File: src/assert_macros.svh
// Assertion helpers; clk and rst_n must be visible at the point of use.
`ifndef ASSERT_MACROS_SVH
`define ASSERT_MACROS_SVH

// Same-cycle implication.
`define ASSERT_IMPL(label, ante, cons, msg) \
    label: assert property (@(posedge clk) disable iff (!rst_n) (ante) |-> (cons)) \
        else $error(msg);

// Next-cycle implication.
`define ASSERT_NEXT(label, ante, cons, msg) \
    label: assert property (@(posedge clk) disable iff (!rst_n) (ante) |=> (cons)) \
        else $error(msg);

`endif

File: src/caksc_pkg.sv
`timescale 1ns / 1ps

package caksc_pkg;

    typedef enum logic [1:0] {
        MODE_SHOW_TIME = 2'd0,
        MODE_SHOW_INFO = 2'd1,
        MODE_SET_DATE  = 2'd2,
        MODE_SET_ALARM = 2'd3
    } mode_t;

    typedef enum logic [1:0] {
        CMD_ENTER  = 2'd0,
        CMD_CANCEL = 2'd1,
        CMD_UP     = 2'd2,
        CMD_RIGHT  = 2'd3
    } cmd_t;

    localparam logic [2:0] CUR_YEAR    = 3'd0;
    localparam logic [2:0] CUR_MONTH   = 3'd1;
    localparam logic [2:0] CUR_DAY     = 3'd2;
    localparam logic [2:0] CUR_WEEKDAY = 3'd3;
    localparam logic [2:0] CUR_HOUR    = 3'd4;
    localparam logic [2:0] CUR_MINUTE  = 3'd5;
    localparam logic [2:0] CUR_SECOND  = 3'd6;
    localparam logic [2:0] CUR_SAVE    = 3'd7;

    localparam logic [2:0] CUR_ALARM_HOUR   = 3'd0;
    localparam logic [2:0] CUR_ALARM_MINUTE = 3'd1;
    localparam logic [2:0] CUR_ALARM_ENABLE = 3'd2;

    localparam logic [4:0] MONTH_LEN [12] = '{
        5'd31, 5'd28, 5'd31, 5'd30, 5'd31, 5'd30,
        5'd31, 5'd31, 5'd30, 5'd31, 5'd30, 5'd31
    };

    typedef struct packed {
        logic [1:0]  command;
        logic [55:0] rtc_time_bcd;
    } item_t;

    typedef struct packed {
        logic [1:0]  mode;
        logic [2:0]  cursor;
        logic [6:0]  edit_value;
        logic [4:0]  alarm_hour;
        logic [5:0]  alarm_minute;
        logic        alarm_on;
        logic        rtc_write;
        logic [55:0] save_time_bcd;
    } res_t;

    function automatic logic [6:0] bcd_to_dec(input logic [7:0] b, input logic [6:0] maxv);
        logic [7:0] v;
        v = {1'b0, b[7:4], 3'b000} + {3'b000, b[7:4], 1'b0} + {4'b0000, b[3:0]};
        if (v > {1'b0, maxv})
            return maxv;
        return v[6:0];
    endfunction

    function automatic logic [7:0] dec_to_bcd(input logic [6:0] v);
        logic [14:0] p;
        logic [3:0]  tens;
        logic [6:0]  t10;
        logic [6:0]  r;
        p    = {8'd0, v} * 15'd205;
        tens = p[14:11];
        t10  = {tens, 3'b000} + {2'b00, tens, 1'b0};
        r    = v - t10;
        return {tens, r[3:0]};
    endfunction

    function automatic logic [4:0] day_limit(input logic [3:0] month, input logic [6:0] year);
        if (month == 4'd2 && year[1:0] == 2'b00)
            return 5'd29;
        if (month >= 4'd1 && month <= 4'd12)
            return MONTH_LEN[month - 4'd1];
        return 5'd31;
    endfunction

endpackage

File: src/caksc_input_stage.sv
`timescale 1ns / 1ps

module caksc_input_stage (
    input  logic                 clk,
    input  logic                 rst_n,
    input  logic                 in_valid,
    output logic                 in_stall,
    input  logic [1:0]           command,
    input  logic [55:0]          rtc_time_bcd,
    input  logic                 advance,
    output logic                 item_valid,
    output caksc_pkg::item_t     item
);

    logic             valid_reg;
    logic             valid_next;
    caksc_pkg::item_t item_reg;
    logic             load;

    assign load     = !valid_reg || advance;
    assign in_stall = !load;

    always_comb
    begin
        valid_next = valid_reg;
        if (load)
        begin
            valid_next = in_valid;
        end
    end

    always_ff @(posedge clk or negedge rst_n)
    begin
        if (!rst_n)
        begin
            valid_reg <= 1'b0;
        end
        else
        begin
            valid_reg <= valid_next;
        end
    end

    always_ff @(posedge clk)
    begin
        if (load && in_valid)
        begin
            item_reg.command      <= command;
            item_reg.rtc_time_bcd <= rtc_time_bcd;
        end
    end

    assign item_valid = valid_reg;
    assign item       = item_reg;

endmodule

File: src/caksc_core.sv
`timescale 1ns / 1ps
`include "assert_macros.svh"

module caksc_core (
    input  logic              clk,
    input  logic              rst_n,
    input  logic              commit,
    input  caksc_pkg::item_t  item,
    output caksc_pkg::res_t   res
);

    caksc_pkg::mode_t mode_reg, mode_next;
    logic [2:0] cursor_reg, cursor_next;
    logic [6:0] year_reg, year_next;
    logic [3:0] month_reg, month_next;
    logic [4:0] day_reg, day_next;
    logic [2:0] weekday_reg, weekday_next;
    logic [4:0] hour_reg, hour_next;
    logic [5:0] minute_reg, minute_next;
    logic [5:0] second_reg, second_next;
    logic [4:0] alarm_hour_reg, alarm_hour_next;
    logic [5:0] alarm_minute_reg, alarm_minute_next;
    logic       alarm_on_reg, alarm_on_next;

    logic [7:0] year_inc;
    logic [4:0] month_inc;
    logic [5:0] day_inc;
    logic [3:0] weekday_inc;
    logic [5:0] hour_inc;
    logic [6:0] minute_inc;
    logic [6:0] second_inc;
    logic [5:0] alarm_hour_inc;
    logic [6:0] alarm_minute_inc;
    logic [2:0] cursor_inc;
    logic [7:0] week_byte;
    logic       wr;
    logic [6:0] ev;

    assign year_inc         = {1'b0, year_reg} + 8'd1;
    assign month_inc        = {1'b0, month_reg} + 5'd1;
    assign day_inc          = {1'b0, day_reg} + 6'd1;
    assign weekday_inc      = {1'b0, weekday_reg} + 4'd1;
    assign hour_inc         = {1'b0, hour_reg} + 6'd1;
    assign minute_inc       = {1'b0, minute_reg} + 7'd1;
    assign second_inc       = {1'b0, second_reg} + 7'd1;
    assign alarm_hour_inc   = {1'b0, alarm_hour_reg} + 6'd1;
    assign alarm_minute_inc = {1'b0, alarm_minute_reg} + 7'd1;
    assign cursor_inc       = cursor_reg + 3'd1;
    assign week_byte        = item.rtc_time_bcd[47:40];

    always_comb
    begin
        mode_next         = mode_reg;
        cursor_next       = cursor_reg;
        year_next         = year_reg;
        month_next        = month_reg;
        day_next          = day_reg;
        weekday_next      = weekday_reg;
        hour_next         = hour_reg;
        minute_next       = minute_reg;
        second_next       = second_reg;
        alarm_hour_next   = alarm_hour_reg;
        alarm_minute_next = alarm_minute_reg;
        alarm_on_next     = alarm_on_reg;
        wr                = 1'b0;
        case (caksc_pkg::cmd_t'(item.command))
            caksc_pkg::CMD_ENTER:
            begin
                if (mode_reg == caksc_pkg::MODE_SET_DATE)
                begin
                    mode_next = caksc_pkg::MODE_SET_ALARM;
                end
                else
                begin
                    mode_next    = caksc_pkg::MODE_SET_DATE;
                    second_next  = 6'(caksc_pkg::bcd_to_dec(item.rtc_time_bcd[7:0], 7'd63));
                    minute_next  = 6'(caksc_pkg::bcd_to_dec(item.rtc_time_bcd[15:8], 7'd63));
                    hour_next    = 5'(caksc_pkg::bcd_to_dec(item.rtc_time_bcd[23:16], 7'd31));
                    day_next     = 5'(caksc_pkg::bcd_to_dec(item.rtc_time_bcd[31:24], 7'd31));
                    month_next   = 4'(caksc_pkg::bcd_to_dec(item.rtc_time_bcd[39:32], 7'd15));
                    weekday_next = (week_byte > 8'd7) ? 3'd7 : week_byte[2:0];
                    year_next    = caksc_pkg::bcd_to_dec(item.rtc_time_bcd[55:48], 7'd127);
                end
                cursor_next = 3'd0;
            end
            caksc_pkg::CMD_CANCEL:
            begin
                mode_next = caksc_pkg::MODE_SHOW_TIME;
            end
            caksc_pkg::CMD_UP:
            begin
                if (mode_reg == caksc_pkg::MODE_SET_DATE)
                begin
                    case (cursor_reg)
                        caksc_pkg::CUR_YEAR:
                            year_next = (year_inc > 8'd99) ? 7'd0 : year_inc[6:0];
                        caksc_pkg::CUR_MONTH:
                            month_next = (month_inc > 5'd12) ? 4'd1 : month_inc[3:0];
                        caksc_pkg::CUR_DAY:
                            day_next = (day_inc > {1'b0, caksc_pkg::day_limit(month_reg,
                                       year_reg)}) ? 5'd1 : day_inc[4:0];
                        caksc_pkg::CUR_WEEKDAY:
                            weekday_next = (weekday_inc > 4'd7) ? 3'd1 : weekday_inc[2:0];
                        caksc_pkg::CUR_HOUR:
                            hour_next = (hour_inc > 6'd23) ? 5'd0 : hour_inc[4:0];
                        caksc_pkg::CUR_MINUTE:
                            minute_next = (minute_inc > 7'd59) ? 6'd0 : minute_inc[5:0];
                        caksc_pkg::CUR_SECOND:
                            second_next = (second_inc > 7'd59) ? 6'd0 : second_inc[5:0];
                        default:
                            wr = 1'b1;
                    endcase
                end
                else if (mode_reg == caksc_pkg::MODE_SET_ALARM)
                begin
                    case (cursor_reg)
                        caksc_pkg::CUR_ALARM_HOUR:
                            alarm_hour_next = (alarm_hour_inc > 6'd23) ? 5'd0
                                              : alarm_hour_inc[4:0];
                        caksc_pkg::CUR_ALARM_MINUTE:
                            alarm_minute_next = (alarm_minute_inc > 7'd59) ? 6'd0
                                                : alarm_minute_inc[5:0];
                        caksc_pkg::CUR_ALARM_ENABLE:
                            alarm_on_next = !alarm_on_reg;
                        default:
                            alarm_on_next = alarm_on_reg;
                    endcase
                end
            end
            default:
            begin
                if (mode_reg == caksc_pkg::MODE_SHOW_TIME)
                    mode_next = caksc_pkg::MODE_SHOW_INFO;
                else if (mode_reg == caksc_pkg::MODE_SHOW_INFO)
                    mode_next = caksc_pkg::MODE_SHOW_TIME;
                else if (mode_reg == caksc_pkg::MODE_SET_DATE)
                    cursor_next = cursor_inc;
                else
                    cursor_next = (cursor_inc > caksc_pkg::CUR_ALARM_ENABLE) ? 3'd0
                                  : cursor_inc;
            end
        endcase
    end

    always_comb
    begin
        ev = 7'd0;
        if (mode_next == caksc_pkg::MODE_SET_DATE)
        begin
            case (cursor_next)
                caksc_pkg::CUR_YEAR:    ev = year_next;
                caksc_pkg::CUR_MONTH:   ev = {3'd0, month_next};
                caksc_pkg::CUR_DAY:     ev = {2'd0, day_next};
                caksc_pkg::CUR_WEEKDAY: ev = {4'd0, weekday_next};
                caksc_pkg::CUR_HOUR:    ev = {2'd0, hour_next};
                caksc_pkg::CUR_MINUTE:  ev = {1'd0, minute_next};
                caksc_pkg::CUR_SECOND:  ev = {1'd0, second_next};
                default:                ev = 7'd0;
            endcase
        end
        else if (mode_next == caksc_pkg::MODE_SET_ALARM)
        begin
            case (cursor_next)
                caksc_pkg::CUR_ALARM_HOUR:   ev = {2'd0, alarm_hour_next};
                caksc_pkg::CUR_ALARM_MINUTE: ev = {1'd0, alarm_minute_next};
                caksc_pkg::CUR_ALARM_ENABLE: ev = {6'd0, alarm_on_next};
                default:                     ev = 7'd0;
            endcase
        end
    end

    always_comb
    begin
        res.mode          = mode_next;
        res.cursor        = cursor_next;
        res.edit_value    = ev;
        res.alarm_hour    = alarm_hour_next;
        res.alarm_minute  = alarm_minute_next;
        res.alarm_on      = alarm_on_next;
        res.rtc_write     = wr;
        res.save_time_bcd = 56'd0;
        if (wr)
        begin
            res.save_time_bcd = {caksc_pkg::dec_to_bcd(year_reg),
                                 caksc_pkg::dec_to_bcd({4'd0, weekday_reg}),
                                 caksc_pkg::dec_to_bcd({3'd0, month_reg}),
                                 caksc_pkg::dec_to_bcd({2'd0, day_reg}),
                                 caksc_pkg::dec_to_bcd({2'd0, hour_reg}),
                                 caksc_pkg::dec_to_bcd({1'd0, minute_reg}),
                                 caksc_pkg::dec_to_bcd({1'd0, second_reg})};
        end
    end

    always_ff @(posedge clk or negedge rst_n)
    begin
        if (!rst_n)
        begin
            mode_reg         <= caksc_pkg::MODE_SHOW_TIME;
            cursor_reg       <= 3'd0;
            year_reg         <= 7'd0;
            month_reg        <= 4'd0;
            day_reg          <= 5'd0;
            weekday_reg      <= 3'd0;
            hour_reg         <= 5'd0;
            minute_reg       <= 6'd0;
            second_reg       <= 6'd0;
            alarm_hour_reg   <= 5'd0;
            alarm_minute_reg <= 6'd0;
            alarm_on_reg     <= 1'b0;
        end
        else if (commit)
        begin
            mode_reg         <= mode_next;
            cursor_reg       <= cursor_next;
            year_reg         <= year_next;
            month_reg        <= month_next;
            day_reg          <= day_next;
            weekday_reg      <= weekday_next;
            hour_reg         <= hour_next;
            minute_reg       <= minute_next;
            second_reg       <= second_next;
            alarm_hour_reg   <= alarm_hour_next;
            alarm_minute_reg <= alarm_minute_next;
            alarm_on_reg     <= alarm_on_next;
        end
    end

    `ASSERT_IMPL(a_alarm_range, 1'b1, alarm_hour_reg <= 5'd23 && alarm_minute_reg <= 6'd59,
                 "alarm store out of range")
    `ASSERT_IMPL(a_alarm_cursor, mode_reg == caksc_pkg::MODE_SET_ALARM,
                 cursor_reg <= caksc_pkg::CUR_ALARM_ENABLE, "alarm cursor out of range")
    `ASSERT_NEXT(a_hold_state, !commit, $stable(mode_reg) && $stable(cursor_reg),
                 "state moved without a transaction")

endmodule

File: src/clock_alarm_key_setting_controller.sv
`timescale 1ns / 1ps
`include "assert_macros.svh"
// channel | handshake            | payload
// input   | in_valid / in_stall   | command, rtc_time_bcd
// output  | out_valid / out_stall | mode, cursor, edit_value, alarm_hour, alarm_minute,
//         |                       | alarm_on, rtc_write, save_time_bcd
// One transaction per cycle sustained while out_stall is low.
// The path is an input register, then the key decode and field update into the result register.
// rst_n clears mode, cursor, edit buffer, alarm store and both valid flags.
// A stalled result holds; the input register keeps filling until it is also full.

module clock_alarm_key_setting_controller (
    input  logic        clk,
    input  logic        rst_n,
    input  logic        in_valid,
    output logic        in_stall,
    input  logic [1:0]  command,
    input  logic [55:0] rtc_time_bcd,
    output logic        out_valid,
    input  logic        out_stall,
    output logic [1:0]  mode,
    output logic [2:0]  cursor,
    output logic [6:0]  edit_value,
    output logic [4:0]  alarm_hour,
    output logic [5:0]  alarm_minute,
    output logic        alarm_on,
    output logic        rtc_write,
    output logic [55:0] save_time_bcd
);

    caksc_pkg::item_t item;
    caksc_pkg::res_t  res;
    caksc_pkg::res_t  res_reg;
    logic             item_valid;
    logic             advance;
    logic             commit;
    logic             out_valid_reg;
    logic             out_valid_next;

    assign advance = !out_valid_reg || !out_stall;
    assign commit  = item_valid && advance;

    caksc_input_stage u_input_stage (
        .clk          (clk),
        .rst_n        (rst_n),
        .in_valid     (in_valid),
        .in_stall     (in_stall),
        .command      (command),
        .rtc_time_bcd (rtc_time_bcd),
        .advance      (advance),
        .item_valid   (item_valid),
        .item         (item)
    );

    caksc_core u_core (
        .clk    (clk),
        .rst_n  (rst_n),
        .commit (commit),
        .item   (item),
        .res    (res)
    );

    always_comb
    begin
        out_valid_next = out_valid_reg;
        if (advance)
        begin
            out_valid_next = item_valid;
        end
    end

    always_ff @(posedge clk or negedge rst_n)
    begin
        if (!rst_n)
        begin
            out_valid_reg <= 1'b0;
        end
        else
        begin
            out_valid_reg <= out_valid_next;
        end
    end

    always_ff @(posedge clk)
    begin
        if (commit)
        begin
            res_reg <= res;
        end
    end

    assign out_valid     = out_valid_reg;
    assign mode          = res_reg.mode;
    assign cursor        = res_reg.cursor;
    assign edit_value    = res_reg.edit_value;
    assign alarm_hour    = res_reg.alarm_hour;
    assign alarm_minute  = res_reg.alarm_minute;
    assign alarm_on      = res_reg.alarm_on;
    assign rtc_write     = res_reg.rtc_write;
    assign save_time_bcd = res_reg.save_time_bcd;

    `ASSERT_IMPL(a_write_at_save, out_valid_reg && res_reg.rtc_write,
                 res_reg.mode == caksc_pkg::MODE_SET_DATE && res_reg.cursor == caksc_pkg::CUR_SAVE,
                 "rtc write outside the save cursor")
    `ASSERT_IMPL(a_save_zero, out_valid_reg && !res_reg.rtc_write,
                 res_reg.save_time_bcd == 56'd0, "save time without rtc write")
    `ASSERT_IMPL(a_stall_cause, in_stall, out_valid_reg && out_stall && item_valid,
                 "input stalled with room downstream")

endmodule

File: config.mk
export PLATFORM = sky130hd
export DESIGN_NAME = clock_alarm_key_setting_controller
export DESIGN_NICKNAME = d
export VERILOG_FILES = /design/src/caksc_pkg.sv /design/src/caksc_input_stage.sv /design/src/caksc_core.sv /design/src/clock_alarm_key_setting_controller.sv
export VERILOG_INCLUDE_DIRS = /design/src /design/src/src
export SDC_FILE = /design/constraint.sdc
export NUM_CORES = 1
export LEC_CHECK = 0
export BUFFER_PORTS_ARGS = -buffer_cell sky130_fd_sc_hd__buf_2
export CORE_ASPECT_RATIO = 1.25
export CORE_MARGIN = 1.5
export CORE_UTILIZATION = 35
export CTS_CLUSTER_DIAMETER = 80
export DETAILED_ROUTE_END_ITERATION = 12
export PLACE_DENSITY_LB_ADDON = 0.2
export SYNTH_ARGS = -nofsm -noshare
export SYNTH_HDL_FRONTEND = slang
export SYNTH_SLANG_ARGS = --single-unit
File: constraint.sdc
create_clock -name clk -period 4.77 [get_ports clk]
set_clock_uncertainty 0.2 [all_clocks]
set_input_delay 0 -clock clk [delete_from_list [all_inputs] [get_ports clk]]
set_output_delay 0 -clock clk [all_outputs]
set_load 0.02 [all_outputs]
==> flow_summary.ini <==
[floorplan]
die_y_um = 233
die_area_mm2 = 0.0435
core_mm2 = 0.0418
initial_core_util_pct = 35.3
num_io_pins = 145
fp-row-count = 84
die_w_um = 187

[finish]
largest_reg_flops = 58
syn2layout_area_growth_pct = 17.8
final_cell_mix = 234 x ha_1, 155 x nand2_1, 144 x inv_1, 130 x buf_2, 125 x edfxtp_1
layout_commonest_cell = ha_1
antenna-diode-count = 0
fin_nets = 2042
stdcell_area_mm2 = 0.0174
drive_gt1_share_pct = 15.0

[timing]
rsz0062_at_grt = no
max_freq_ghz = 0.222
relSlewSlack_pct = 36.6
drv_slew = 0
finalSetupTns_ns = 0
fin_crit_sh_pct = 94.5
worst_pin_slew_ns = 0.951
setup_viol = 0
hold_ws_ns = 0.0287
hold_viol = 0
period_needed_ns = 4.51

[detailed_routing]
num_vias = 11700
vias_per_cell = 5.14
ant_nets = 0
drt-total-wl_um = 39700
dr.pass1.iters = 6
drtIter0Drc = 711
wl_per_cell_um = 17.4
drc = 0

[place]
gp_congestion = 0.903
dpl_cell_area_mm2 = 0.0161
portBuffers = 130
dp_hpwl_um = 30400

[global_route]
grt.total_usage_pct = 18.7
overflow = 0
grt_max_degree = 65
antenna_found_initial = 1
grt_pass1_wl_um = 63200
grt_pass1_vias = 11400

[clocking]
cts_max_level = 4
clockBufferDepth = 2
tritoncts = yes
clock_sinks = 180
clk_pin_slew_ns = 0.08
clock_latency_ns = 0.47
cts_root_buffer = clkbuf_16
cts_buffers = 17

[logic_synthesis]
syn_area_mm2 = 0.0148
ys_seq_area_share_pct = 34.7
yosys_warnings = 0
yosysUniqueCellTypes = 97
synth-edff-count = 125
syn_inst = 1501
ys_ff_latch = 180
ys_async_sr_fraction_pct = 30.6
synth.avg_cell_area_um2 = 9.85
synth_ff_type = edfxtp_1

[flow_run]
max_cap_violations = 0

[critical_path]
slowest_delay_ns = 0.50
critical-path-top-delay-family = adder cells
critPathLaunchType = register
worstPathMaxFanout = 4
cpMaxStageDelayCell = fa_1
criticalPathCategory = register to register
critPathRequiredTime_ns = 4.78
crit_arrival_ns = 4.52
cp-end-kind = register
cpMostUsedCell = ha_1
regToRegSetupSlack_ns = 0.26
path_buf_inv = 3
crit_chain = ha_4 > inv_1 > fa_1 > inv_1 > ha_1 > fa_1 > ha_1 > nand4_1 > o211ai_1 > o41ai_2 > buf_4 > o21bai_2 > xor2_1 > ha_1 > a21oi_2 > xnor2_1 > xnor2_1 > nor2_1

[status]
status = completed

[min_path]
worst_hold_path_type = primary input to register

[pwr]
ir_worst_vdd_mv = 0.273
power.density_mw_per_mm2 = 503
leakage_nw = 7.97
## where the power goes
part / switching, mW / internal (mW)
registers: 0.270 / 1.90
logic: 2.91 / 2.21
clock network: 0.722 / 0.745
## cells by family after synthesis
| family | after synthesis | synth area share [%] |
|---|---|---|
| multiplexers | 5 | 0.364 |
| adder cells (fa/ha/maj) | 271 | 24.8 |
| AO/OA/AOI/OAI | 333 | 15.4 |
| flip-flops | 180 | 34.7 |
| buffers and inverters | 220 | 6.87 |
| AND/OR/NAND/NOR | 430 | 14.1 |
| XOR/XNOR | 61 | 3.85 |
| other | 1 | 0.0254 |
## per-layer routing
metal	GRT usage [%]	up-vias	part of all wire, %
met5	0	-	0.033
met4	7.79	2	3.2
met3	2.85	56	4.5
met2	30.6	301	46
met1	24.8	5581	46
li1	-	5780	-
## final cells by class
class	count	area [um2]
Clock buffer	17	425
Tap cell	559	699
Inverter	151	574
Fill cell	4138	24400
Timing Repair Buffer	245	1700
Multi-Input combinational cell	1114	8720
Sequential cell	180	5130
Clock inverter	15	161
## path summary, 6_finish.rpt
check	startpoint	end	depth (start not counted)
setup / recovery	u_core.year_reg[5]	save_time_bcd[51]	18
hold / removal	rtc_time_bcd[45]	u_input_stage.item[45]	2
setup reg to reg	u_core.year_reg[5]	save_time_bcd[51]	18
hold reg to reg	u_core.alarm_on_reg	u_core.alarm_on_reg	1
max in group asynchronous	rst_n	u_core.year_reg[5]	3
min in group asynchronous	rst_n	u_core.alarm_minute_reg[2]	3
## synth_stat cells (all sizes together) (20+ instances only)
library cell | count | area (um2)
a21oi | 58 | 290
and2 | 20 | 128
buf | 32 | 235
clkbuf | 37 | 209
dfrtp | 55 | 1380
edfxtp | 125 | 3750
fa | 36 | 721
ha | 235 | 2940
inv | 151 | 572
nand2 | 156 | 586
nand3 | 33 | 165
nor2 | 87 | 329
nor3 | 25 | 125
o21ai | 102 | 514
xnor2 | 27 | 236
xor2 | 32 | 288
## repair_timing
action / in CTS / in global routing
hold buffers: 71 / 0
gates resized for setup: 0 / 9
hold endpoints to repair: 115 / 0
buffers inserted: 0 / 2
setup endpoints to repair: 0 / 4
## metrics by stage
stage | std cells | power (mW) | util (%) | setup slack [ns]
after floorplan | 1514 | 5.83 | - | 0.330
after global placement | 2176 | 7.07 | 38.4 | 0.192
after detailed placement | 2176 | 7.21 | 38.4 | 0.126
after CTS | 2279 | 8.79 | 41.5 | 0.131
after global routing | 2281 | 9.69 | 41.6 | 0.0218
final | 2281 | 8.75 | 41.6 | 0.261
No activity file was read; power rests on OpenSTA's default activity.
